File: config.mk
export PLATFORM = sky130hd
export DESIGN_NAME = sync_length_frame_parser_top
export DESIGN_NICKNAME = d
export VERILOG_FILES = /design/src/hdl/slfp_pkg.sv /design/src/hdl/slfp_in_stage.sv /design/src/hdl/slfp_core.sv /design/src/hdl/sync_length_frame_parser_top.sv
export SDC_FILE = /design/constraint.sdc
export NUM_CORES = 1
export LEC_CHECK = 0
export BUFFER_PORTS_ARGS = -buffer_cell sky130_fd_sc_hd__buf_2
export CAP_MARGIN = 5
export CORE_UTILIZATION = 56
export CTS_BUF_LIST = sky130_fd_sc_hd__clkbuf_4
export DETAILED_ROUTE_END_ITERATION = 16
export PLACE_DENSITY_LB_ADDON = 0.12
export SLEW_MARGIN = 5
export SYNTH_ARGS = -nofsm -noshare
export SYNTH_HDL_FRONTEND = slang
export SYNTH_HIERARCHICAL = 1
export SYNTH_SLANG_ARGS = --single-unit
File: constraint.sdc
create_clock -name clk -period 9.66 [get_ports clk]
set_clock_uncertainty 0.1 [all_clocks]
set_input_delay 1.449 -clock clk [delete_from_list [all_inputs] [get_ports clk]]
set_output_delay 1.449 -clock clk [all_outputs]
set_load 0.05 [all_outputs]
File: src/hdl/slfp_pkg.sv
// package for the sync/length frame parser
// holds protocol constants, parser phase codes and the result record type
// no dependencies
`default_nettype none

package slfp_pkg;

  localparam logic [7:0]  SYNC_FIRST      = 8'hB5;
  localparam logic [7:0]  SYNC_SECOND     = 8'h62;
  localparam logic [7:0]  ACK_CLASS       = 8'h05;
  localparam logic [15:0] ACK_MAX_LEN     = 16'd2;
  localparam logic [15:0] MAX_LEN_RESET   = 16'd256;

  localparam int unsigned OUT_DATA_W      = 96;
  localparam int unsigned OUT_USER_W      = 2;

  // parser phases
  localparam logic [3:0] PH_SYNC1   = 4'd0;
  localparam logic [3:0] PH_SYNC2   = 4'd1;
  localparam logic [3:0] PH_CLASS   = 4'd2;
  localparam logic [3:0] PH_ID      = 4'd3;
  localparam logic [3:0] PH_LEN_LO  = 4'd4;
  localparam logic [3:0] PH_LEN_HI  = 4'd5;
  localparam logic [3:0] PH_PAYLOAD = 4'd6;
  localparam logic [3:0] PH_CK_A    = 4'd7;
  localparam logic [3:0] PH_CK_B    = 4'd8;

  // result kinds
  localparam logic [1:0] KIND_PAYLOAD = 2'd0;
  localparam logic [1:0] KIND_FRAME   = 2'd1;
  localparam logic [1:0] KIND_LEN_ERR = 2'd2;

  typedef struct packed {
    logic [1:0]  result_kind;
    logic [7:0]  msg_class;
    logic [7:0]  msg_id;
    logic [15:0] payload_length;
    logic [7:0]  payload_byte;
    logic [15:0] byte_index;
    logic [7:0]  recv_sum_a;
    logic [7:0]  recv_sum_b;
    logic [7:0]  calc_sum_a;
    logic [7:0]  calc_sum_b;
    logic        sums_match;
  } slfp_result_t;

endpackage

`default_nettype wire

File: src/hdl/slfp_in_stage.sv
// input register stage of the frame parser
// holds one received byte until the parser core can take it
// depends on nothing
`default_nettype none

module slfp_in_stage (
  input  wire logic       clk,
  input  wire logic       rst_n,
  input  wire logic       in_tvalid,
  output logic            in_tready,
  input  wire logic [7:0] in_tdata,
  input  wire logic       take,
  output logic            byte_valid,
  output logic [7:0]      byte_data
);

  logic       valid_r;
  logic       valid_nxt;
  logic [7:0] data_r;

  // refill in the same cycle the held byte is consumed
  assign in_tready  = !valid_r || take;
  assign valid_nxt  = (in_tvalid && in_tready) || (valid_r && !take);
  assign byte_valid = valid_r;
  assign byte_data  = data_r;

  always_ff @(posedge clk) begin
    if (!rst_n) begin
      valid_r <= 1'b0;
    end else begin
      valid_r <= valid_nxt;
    end
  end

  always_ff @(posedge clk) begin
    if (in_tvalid && in_tready) begin
      data_r <= in_tdata;
    end
  end

endmodule

`default_nettype wire

File: src/hdl/slfp_core.sv
// parser core: phase register, header fields, payload counter and fletcher sums
// computes the result record for the byte being consumed
// depends on slfp_pkg
`default_nettype none

module slfp_core (
  input  wire logic                clk,
  input  wire logic                rst_n,
  input  wire logic                step,
  input  wire logic [7:0]          byte_in,
  input  wire logic [15:0]         max_len,
  output logic                     res_valid,
  output slfp_pkg::slfp_result_t   res
);

  import slfp_pkg::*;

  logic [3:0]  phase_r,   phase_nxt;
  logic [7:0]  class_r,   class_nxt;
  logic [7:0]  id_r,      id_nxt;
  logic [15:0] len_r,     len_nxt;
  logic [15:0] count_r,   count_nxt;
  logic [7:0]  sum_a_r,   sum_a_nxt;
  logic [7:0]  sum_b_r,   sum_b_nxt;
  logic [7:0]  ck_a_r,    ck_a_nxt;

  logic [7:0]  add_a;
  logic [7:0]  add_b;
  logic [15:0] full_len;
  logic [15:0] limit;
  logic [15:0] count_inc;

  // running sums restart at the class byte
  always_comb begin
    if (phase_r == PH_CLASS) begin
      add_a = byte_in;
      add_b = byte_in;
    end else begin
      add_a = sum_a_r + byte_in;
      add_b = sum_b_r + add_a;
    end
  end

  assign full_len  = {byte_in, len_r[7:0]};
  assign limit     = (class_r == ACK_CLASS) ? ACK_MAX_LEN : max_len;
  assign count_inc = count_r + 16'd1;

  always_comb begin
    phase_nxt = phase_r;
    class_nxt = class_r;
    id_nxt    = id_r;
    len_nxt   = len_r;
    count_nxt = count_r;
    sum_a_nxt = sum_a_r;
    sum_b_nxt = sum_b_r;
    ck_a_nxt  = ck_a_r;
    res_valid = 1'b0;
    res       = '0;
    res.msg_class      = class_r;
    res.msg_id         = id_r;
    res.payload_length = len_r;

    unique case (phase_r)
      PH_SYNC2: begin
        if (byte_in == SYNC_SECOND) begin
          phase_nxt = PH_CLASS;
        end else if (byte_in != SYNC_FIRST) begin
          phase_nxt = PH_SYNC1;
        end
      end
      PH_CLASS: begin
        class_nxt = byte_in;
        sum_a_nxt = add_a;
        sum_b_nxt = add_b;
        phase_nxt = PH_ID;
      end
      PH_ID: begin
        id_nxt    = byte_in;
        sum_a_nxt = add_a;
        sum_b_nxt = add_b;
        phase_nxt = PH_LEN_LO;
      end
      PH_LEN_LO: begin
        len_nxt   = {8'd0, byte_in};
        sum_a_nxt = add_a;
        sum_b_nxt = add_b;
        phase_nxt = PH_LEN_HI;
      end
      PH_LEN_HI: begin
        len_nxt   = full_len;
        sum_a_nxt = add_a;
        sum_b_nxt = add_b;
        count_nxt = '0;
        res.payload_length = full_len;
        if (full_len > limit) begin
          res_valid       = 1'b1;
          res.result_kind = KIND_LEN_ERR;
          phase_nxt       = PH_SYNC1;
        end else if (full_len == '0) begin
          phase_nxt = PH_CK_A;
        end else begin
          phase_nxt = PH_PAYLOAD;
        end
      end
      PH_PAYLOAD: begin
        sum_a_nxt        = add_a;
        sum_b_nxt        = add_b;
        res_valid        = 1'b1;
        res.result_kind  = KIND_PAYLOAD;
        res.payload_byte = byte_in;
        res.byte_index   = count_r;
        count_nxt        = count_inc;
        if (count_inc == len_r) begin
          phase_nxt = PH_CK_A;
        end
      end
      PH_CK_A: begin
        ck_a_nxt  = byte_in;
        phase_nxt = PH_CK_B;
      end
      PH_CK_B: begin
        res_valid       = 1'b1;
        res.result_kind = KIND_FRAME;
        res.recv_sum_a  = ck_a_r;
        res.recv_sum_b  = byte_in;
        res.calc_sum_a  = sum_a_r;
        res.calc_sum_b  = sum_b_r;
        res.sums_match  = (ck_a_r == sum_a_r) && (byte_in == sum_b_r);
        phase_nxt       = PH_SYNC1;
      end
      default: begin
        // hunt, also taken by unused phase codes
        phase_nxt = (byte_in == SYNC_FIRST) ? PH_SYNC2 : PH_SYNC1;
      end
    endcase
  end

  always_ff @(posedge clk) begin
    if (!rst_n) begin
      phase_r <= PH_SYNC1;
      class_r <= '0;
      id_r    <= '0;
      len_r   <= '0;
      count_r <= '0;
      sum_a_r <= '0;
      sum_b_r <= '0;
      ck_a_r  <= '0;
    end else if (step) begin
      phase_r <= phase_nxt;
      class_r <= class_nxt;
      id_r    <= id_nxt;
      len_r   <= len_nxt;
      count_r <= count_nxt;
      sum_a_r <= sum_a_nxt;
      sum_b_r <= sum_b_nxt;
      ck_a_r  <= ck_a_nxt;
    end
  end

endmodule

`default_nettype wire

File: src/hdl/sync_length_frame_parser_top.sv
// sync/length frame parser top level: one byte in, at most one result out per byte.
// a byte is held in the input register; its result is held in the output register.
// throughput: one byte per cycle while out_tready is high; the input
// register, parser core and output register each advance once a cycle.
// reset (rst_n low, synchronous) returns to the sync hunt, empties both
// registers and sets max_payload_len to 256.
`default_nettype none

module sync_length_frame_parser_top (
  input  wire logic                          clk,
  input  wire logic                          rst_n,
  input  wire logic                          cfg_wr_en,
  input  wire logic [15:0]                   cfg_wr_data,  // max_payload_len
  input  wire logic                          in_tvalid,
  output logic                               in_tready,
  input  wire logic [7:0]                    in_tdata,     // data_byte
  output logic                               out_tvalid,
  input  wire logic                          out_tready,
  // msg_class, msg_id, payload_length, payload_byte, byte_index, recv_sum_a,
  // recv_sum_b, calc_sum_a, calc_sum_b, sums_match, zero fill
  output logic [slfp_pkg::OUT_DATA_W-1:0]    out_tdata,
  output logic [slfp_pkg::OUT_USER_W-1:0]    out_tuser     // result_kind
);

  import slfp_pkg::*;

  logic          byte_valid;
  logic [7:0]    byte_data;
  logic          out_free;
  logic          step;
  logic          res_valid;
  slfp_result_t  res;

  logic [15:0]   max_len_r;
  logic          out_valid_r;
  logic          out_valid_nxt;
  slfp_result_t  out_res_r;

  assign out_free = !out_valid_r || out_tready;
  assign step     = byte_valid && out_free;

  slfp_in_stage u_in (
    .clk        (clk),
    .rst_n      (rst_n),
    .in_tvalid  (in_tvalid),
    .in_tready  (in_tready),
    .in_tdata   (in_tdata),
    .take       (step),
    .byte_valid (byte_valid),
    .byte_data  (byte_data)
  );

  slfp_core u_core (
    .clk       (clk),
    .rst_n     (rst_n),
    .step      (step),
    .byte_in   (byte_data),
    .max_len   (max_len_r),
    .res_valid (res_valid),
    .res       (res)
  );

  always_ff @(posedge clk) begin
    if (!rst_n) begin
      max_len_r <= MAX_LEN_RESET;
    end else if (cfg_wr_en) begin
      max_len_r <= cfg_wr_data;
    end
  end

  assign out_valid_nxt = out_free ? (step && res_valid) : out_valid_r;

  always_ff @(posedge clk) begin
    if (!rst_n) begin
      out_valid_r <= 1'b0;
    end else begin
      out_valid_r <= out_valid_nxt;
    end
  end

  always_ff @(posedge clk) begin
    if (step && res_valid) begin
      out_res_r <= res;
    end
  end

  assign out_tvalid = out_valid_r;
  assign out_tuser  = out_res_r.result_kind;
  assign out_tdata  = {7'd0,
                       out_res_r.sums_match,
                       out_res_r.calc_sum_b,
                       out_res_r.calc_sum_a,
                       out_res_r.recv_sum_b,
                       out_res_r.recv_sum_a,
                       out_res_r.byte_index,
                       out_res_r.payload_byte,
                       out_res_r.payload_length,
                       out_res_r.msg_id,
                       out_res_r.msg_class};

endmodule

`default_nettype wire

==> results.sh <==
export IMPL_outcome="completed"
export IMPL_core_um2=16100
export IMPL_worstPathMaxFanout=91
export IMPL_synthArstFlopShare=0
export IMPL_yosys_area_top_type="edfxtp_1"
export IMPL_syn_instance_count=883
export IMPL_synth_compound_area_frac=0.110
export IMPL_slew_viol_final=0
export IMPL_yosys_register_bits=193
export IMPL_antenna_found_initial=0
export IMPL_crit_family="simple AND/OR/NAND/NOR gates"
export IMPL_cp_arrival_ns=4.60
export IMPL_dp_hpwl_mm=13.4
export IMPL_ys_types=66
export IMPL_min_period_over_period=0.467
export IMPL_rows=46
export IMPL_crit_type="reg2reg"
export IMPL_crit_slowest_cell="buf_4"
export IMPL_final_nets=1027
export IMPL_layout_drive_gt1_share=0.189
export IMPL_final_area_um2=10300
export IMPL_grt_max_degree=92
export IMPL_place_gp_congestion=0.839
export IMPL_ctsResizeCount=0
export IMPL_ir_worst_vdd_v=0.0000942
export IMPL_wl_per_cell_um=17.2
export IMPL_post_drt_via_cell_ratio=5.69
export IMPL_ant_nets=0
export IMPL_power_density_nw_per_um2=137
export IMPL_grt_pass1_wl_mm=33.3
export IMPL_synth_top_family_by_area="simple AND/OR/NAND/NOR gates"
export IMPL_die_area_um2=17200
export IMPL_grt_pass1_vias=6333
export IMPL_hold_buffers=0
export IMPL_synthMuxAreaShare=0.0462
export IMPL_placed_cell_area_um2=9970
export IMPL_fillCellCount=1375
export IMPL_cts_sinks=193
export IMPL_timing_setup_tns_ns=0
export IMPL_cts_made_buffers=17
export IMPL_fp_dieW_um=131
export IMPL_numPortBuffers=121
export IMPL_clk_latency_ns=0.57
export IMPL_grt_usage=0.245
export IMPL_cp_num_buf_inv=1
export IMPL_rsz0062_at_grt="false"
export IMPL_cp_slowest_stage_delay_ns=0.84
export IMPL_drc=0
export IMPL_root_buffer="clkbuf_4"
export IMPL_syn_avg_cell_area_um2=10.6
export IMPL_synth_adder_area_share=0.0458
export IMPL_worstSetupStartpointType="register"
export IMPL_clock_fmax_mhz=222
export IMPL_critPathCaptureType="register"
export IMPL_grt_overflow_total=0
export IMPL_path_cells="nor4bb_1 -> nand2_1 -> and2_1 -> ha_1 -> nor2b_1 -> o211ai_1 -> a2111o_1 -> a31oi_1 -> and2_1 -> or3_1 -> nand2_1 -> nor2b_4 -> buf_4"
export IMPL_n_antenna_cell=0
export IMPL_cts_clk_slew_worst_paths_ns=0.15
export IMPL_cts_max_path_buffers=2
export IMPL_die_h_um=131
export IMPL_netlist_top_cells_area="edfxtp_1 32%, dfxtp_1 20%, ha_1 4.1%, mux2i_1 3.5%, xnor2_1 3.5%"
export IMPL_synth_xor_area_frac=0.0449
export IMPL_yosysWarnings=6
export IMPL_syn_area_um2=9350
export IMPL_initial_core_util=0.580
export IMPL_yosys_area_share_simple=0.190
export IMPL_cts_setup_buffers=0
export IMPL_relSlewSlack=0.235
export IMPL_critPathRequiredTime_ns=9.75
export IMPL_areaGrowthSynthToFinish_pct=9.89
export IMPL_top_level_ports=129
export IMPL_drv_cap=0
export IMPL_drt_initial_drc_count=698
export IMPL_h_tree_depth=4
export IMPL_finalSetupViolations=0
export IMPL_p_leak_nw=4.28
export IMPL_hp_class="reg2reg"
export IMPL_synth_seq_area_share=0.519
export IMPL_synth_flop_cell="edfxtp_1"
export IMPL_cts_tree="built"
export IMPL_dr_pass1_iters=6
export IMPL_drt_total_wl_mm=20.6
export IMPL_yosysTopAreaCellShare=0.318
export IMPL_dr_total_vias=6795
export IMPL_period_needed_ns=4.51
export IMPL_hold_viol=0
export IMPL_worstMarginPinSlew_ns=1.15
export IMPL_synth_edf_count=99
-- cell usage in the layout, fill, tap and decap left out, types with 11 or more instances in the layout --
cell type    n
nor4_1      11
nand3_1     24
mux2i_1     33
xor2_1      11
ha_1        31
a31oi_1     11
and3_1      35
xnor2_1     37
a21oi_1     33
and2_1      35
nor3_1      16
nor2b_1     45
buf_2      121
o21ai_0     43
nand4_1     13
dfxtp_1     94
a22oi_1     11
nand2_1     81
a21boi_0    19
edfxtp_1    99
nor2_1      37
clkbuf_4    18
-- report_power, final --
part	switching, W	leakage, nW	internal (W)	total (W)
Combinational	0.0000432	2.29	0.0000291	0.0000723
Sequential	0.0000114	1.82	0.000860	0.000871
Clock	0.000274	0.168	0.000188	0.000462
Total	0.000329	4.28	0.00108	0.00141
-- cell type report --
| type | count | area, um2 | share of cell area |
|---|---|---|---|
| tap | 216 | 270 | 0.0263 |
| clock inverter | 14 | 175 | 0.0170 |
| timing repair buffer | 129 | 666 | 0.0648 |
| sequential | 193 | 4850 | 0.472 |
| inverter | 9 | 33.8 | 0.00329 |
| multi-input combinational | 615 | 4140 | 0.403 |
| clock buffer | 18 | 135 | 0.0131 |
-- cell usage after synthesis (11+ instances only) --
library cell	instances
nor2_1	37
xnor2_1	37
nand4_1	13
and3_1	35
a21boi_0	19
nor4_1	12
ha_1	31
clkbuf_1	46
nor3_1	17
edfxtp_1	99
mux2i_1	33
buf_4	18
a21oi_1	33
nor2b_1	46
nand2_1	81
and2_1	35
xor2_1	11
o21ai_0	43
nand3_1	24
dfxtp_1	94
a31oi_1	11
a22oi_1	11
-- final timing paths --
path	startpoint	to	slack, ns	depth (start not counted)
worst min register to register	u_core/id_r[6]	out_tdata[14]	0.34	0
worst max-delay path	u_core/class_r[2]	out_tdata[27]	5.15	13
worst max register to register	u_core/class_r[2]	out_tdata[27]	5.15	13
worst min-delay path	u_core/id_r[6]	out_tdata[14]	0.34	0
-- layer usage --
layer  GRT usage  routed length [um]  vias up  part of all wire
met5           0                   0        -                 0
met4      0.0935                 423        0             0.021
met3      0.0390                1370       31             0.067
met2       0.367                9000      260              0.44
met1       0.355                9780     3170              0.48
li1            -                   -     3334                 -
-- logic make-up after synthesis --
kind of cell,count (synthesis)
other,1
buffers and inverters,81
DFF,193
xor gates and xnor gates,48
muxes,42
AOI/OAI and AO/OA,158
and+or+nand+nor,327
adders and majority gates,33
-- state kept, by name, summed over array words and instances, names as in the netlist, 2 cells and up --
| signal | cells |
|---|---|
| u_core/id_r | 8 |
| u_core/phase_r | 4 |
| out_tdata | 89 |
| u_core/count_r | 16 |
| u_core/class_r | 8 |
| max_len_r | 16 |
| u_core/len_r | 16 |
| u_in/byte_data | 8 |
| u_core/sum_b_r | 8 |
| u_core/ck_a_r | 8 |
| out_tuser | 2 |
| u_core/sum_a_r | 8 |
-- stage by stage --
| stage | util | hold slack, ns | setup WS (ns) | total power [W] | cells |
|---|---|---|---|---|---|
| detailed placement | 0.618 | 0.316 | 5.22 | 0.000962 | 1162 |
| finish | 0.638 | 0.341 | 5.15 | 0.00141 | 1194 |
| global placement | 0.618 | 0.311 | 5.35 | 0.000960 | 1162 |
| floorplan | - | 0.308 | 2.70 | 0.000941 | 889 |
| global route | 0.638 | 0.362 | 4.82 | 0.00146 | 1194 |
| CTS | 0.638 | 0.345 | 5.18 | 0.00142 | 1194 |
-- worst reg2reg max path, delay by kind of cell, from the launching register on --
kind | cells | cell delay, ns
AOI/OAI and AO/OA | 3 | 0.75
adders and majority gates | 1 | 0.18
buffers and inverters | 1 | 0.84
DFF | 1 | 0.39
and+or+nand+nor | 8 | 1.79
Note: power is estimated with default switching activity, not from simulation.
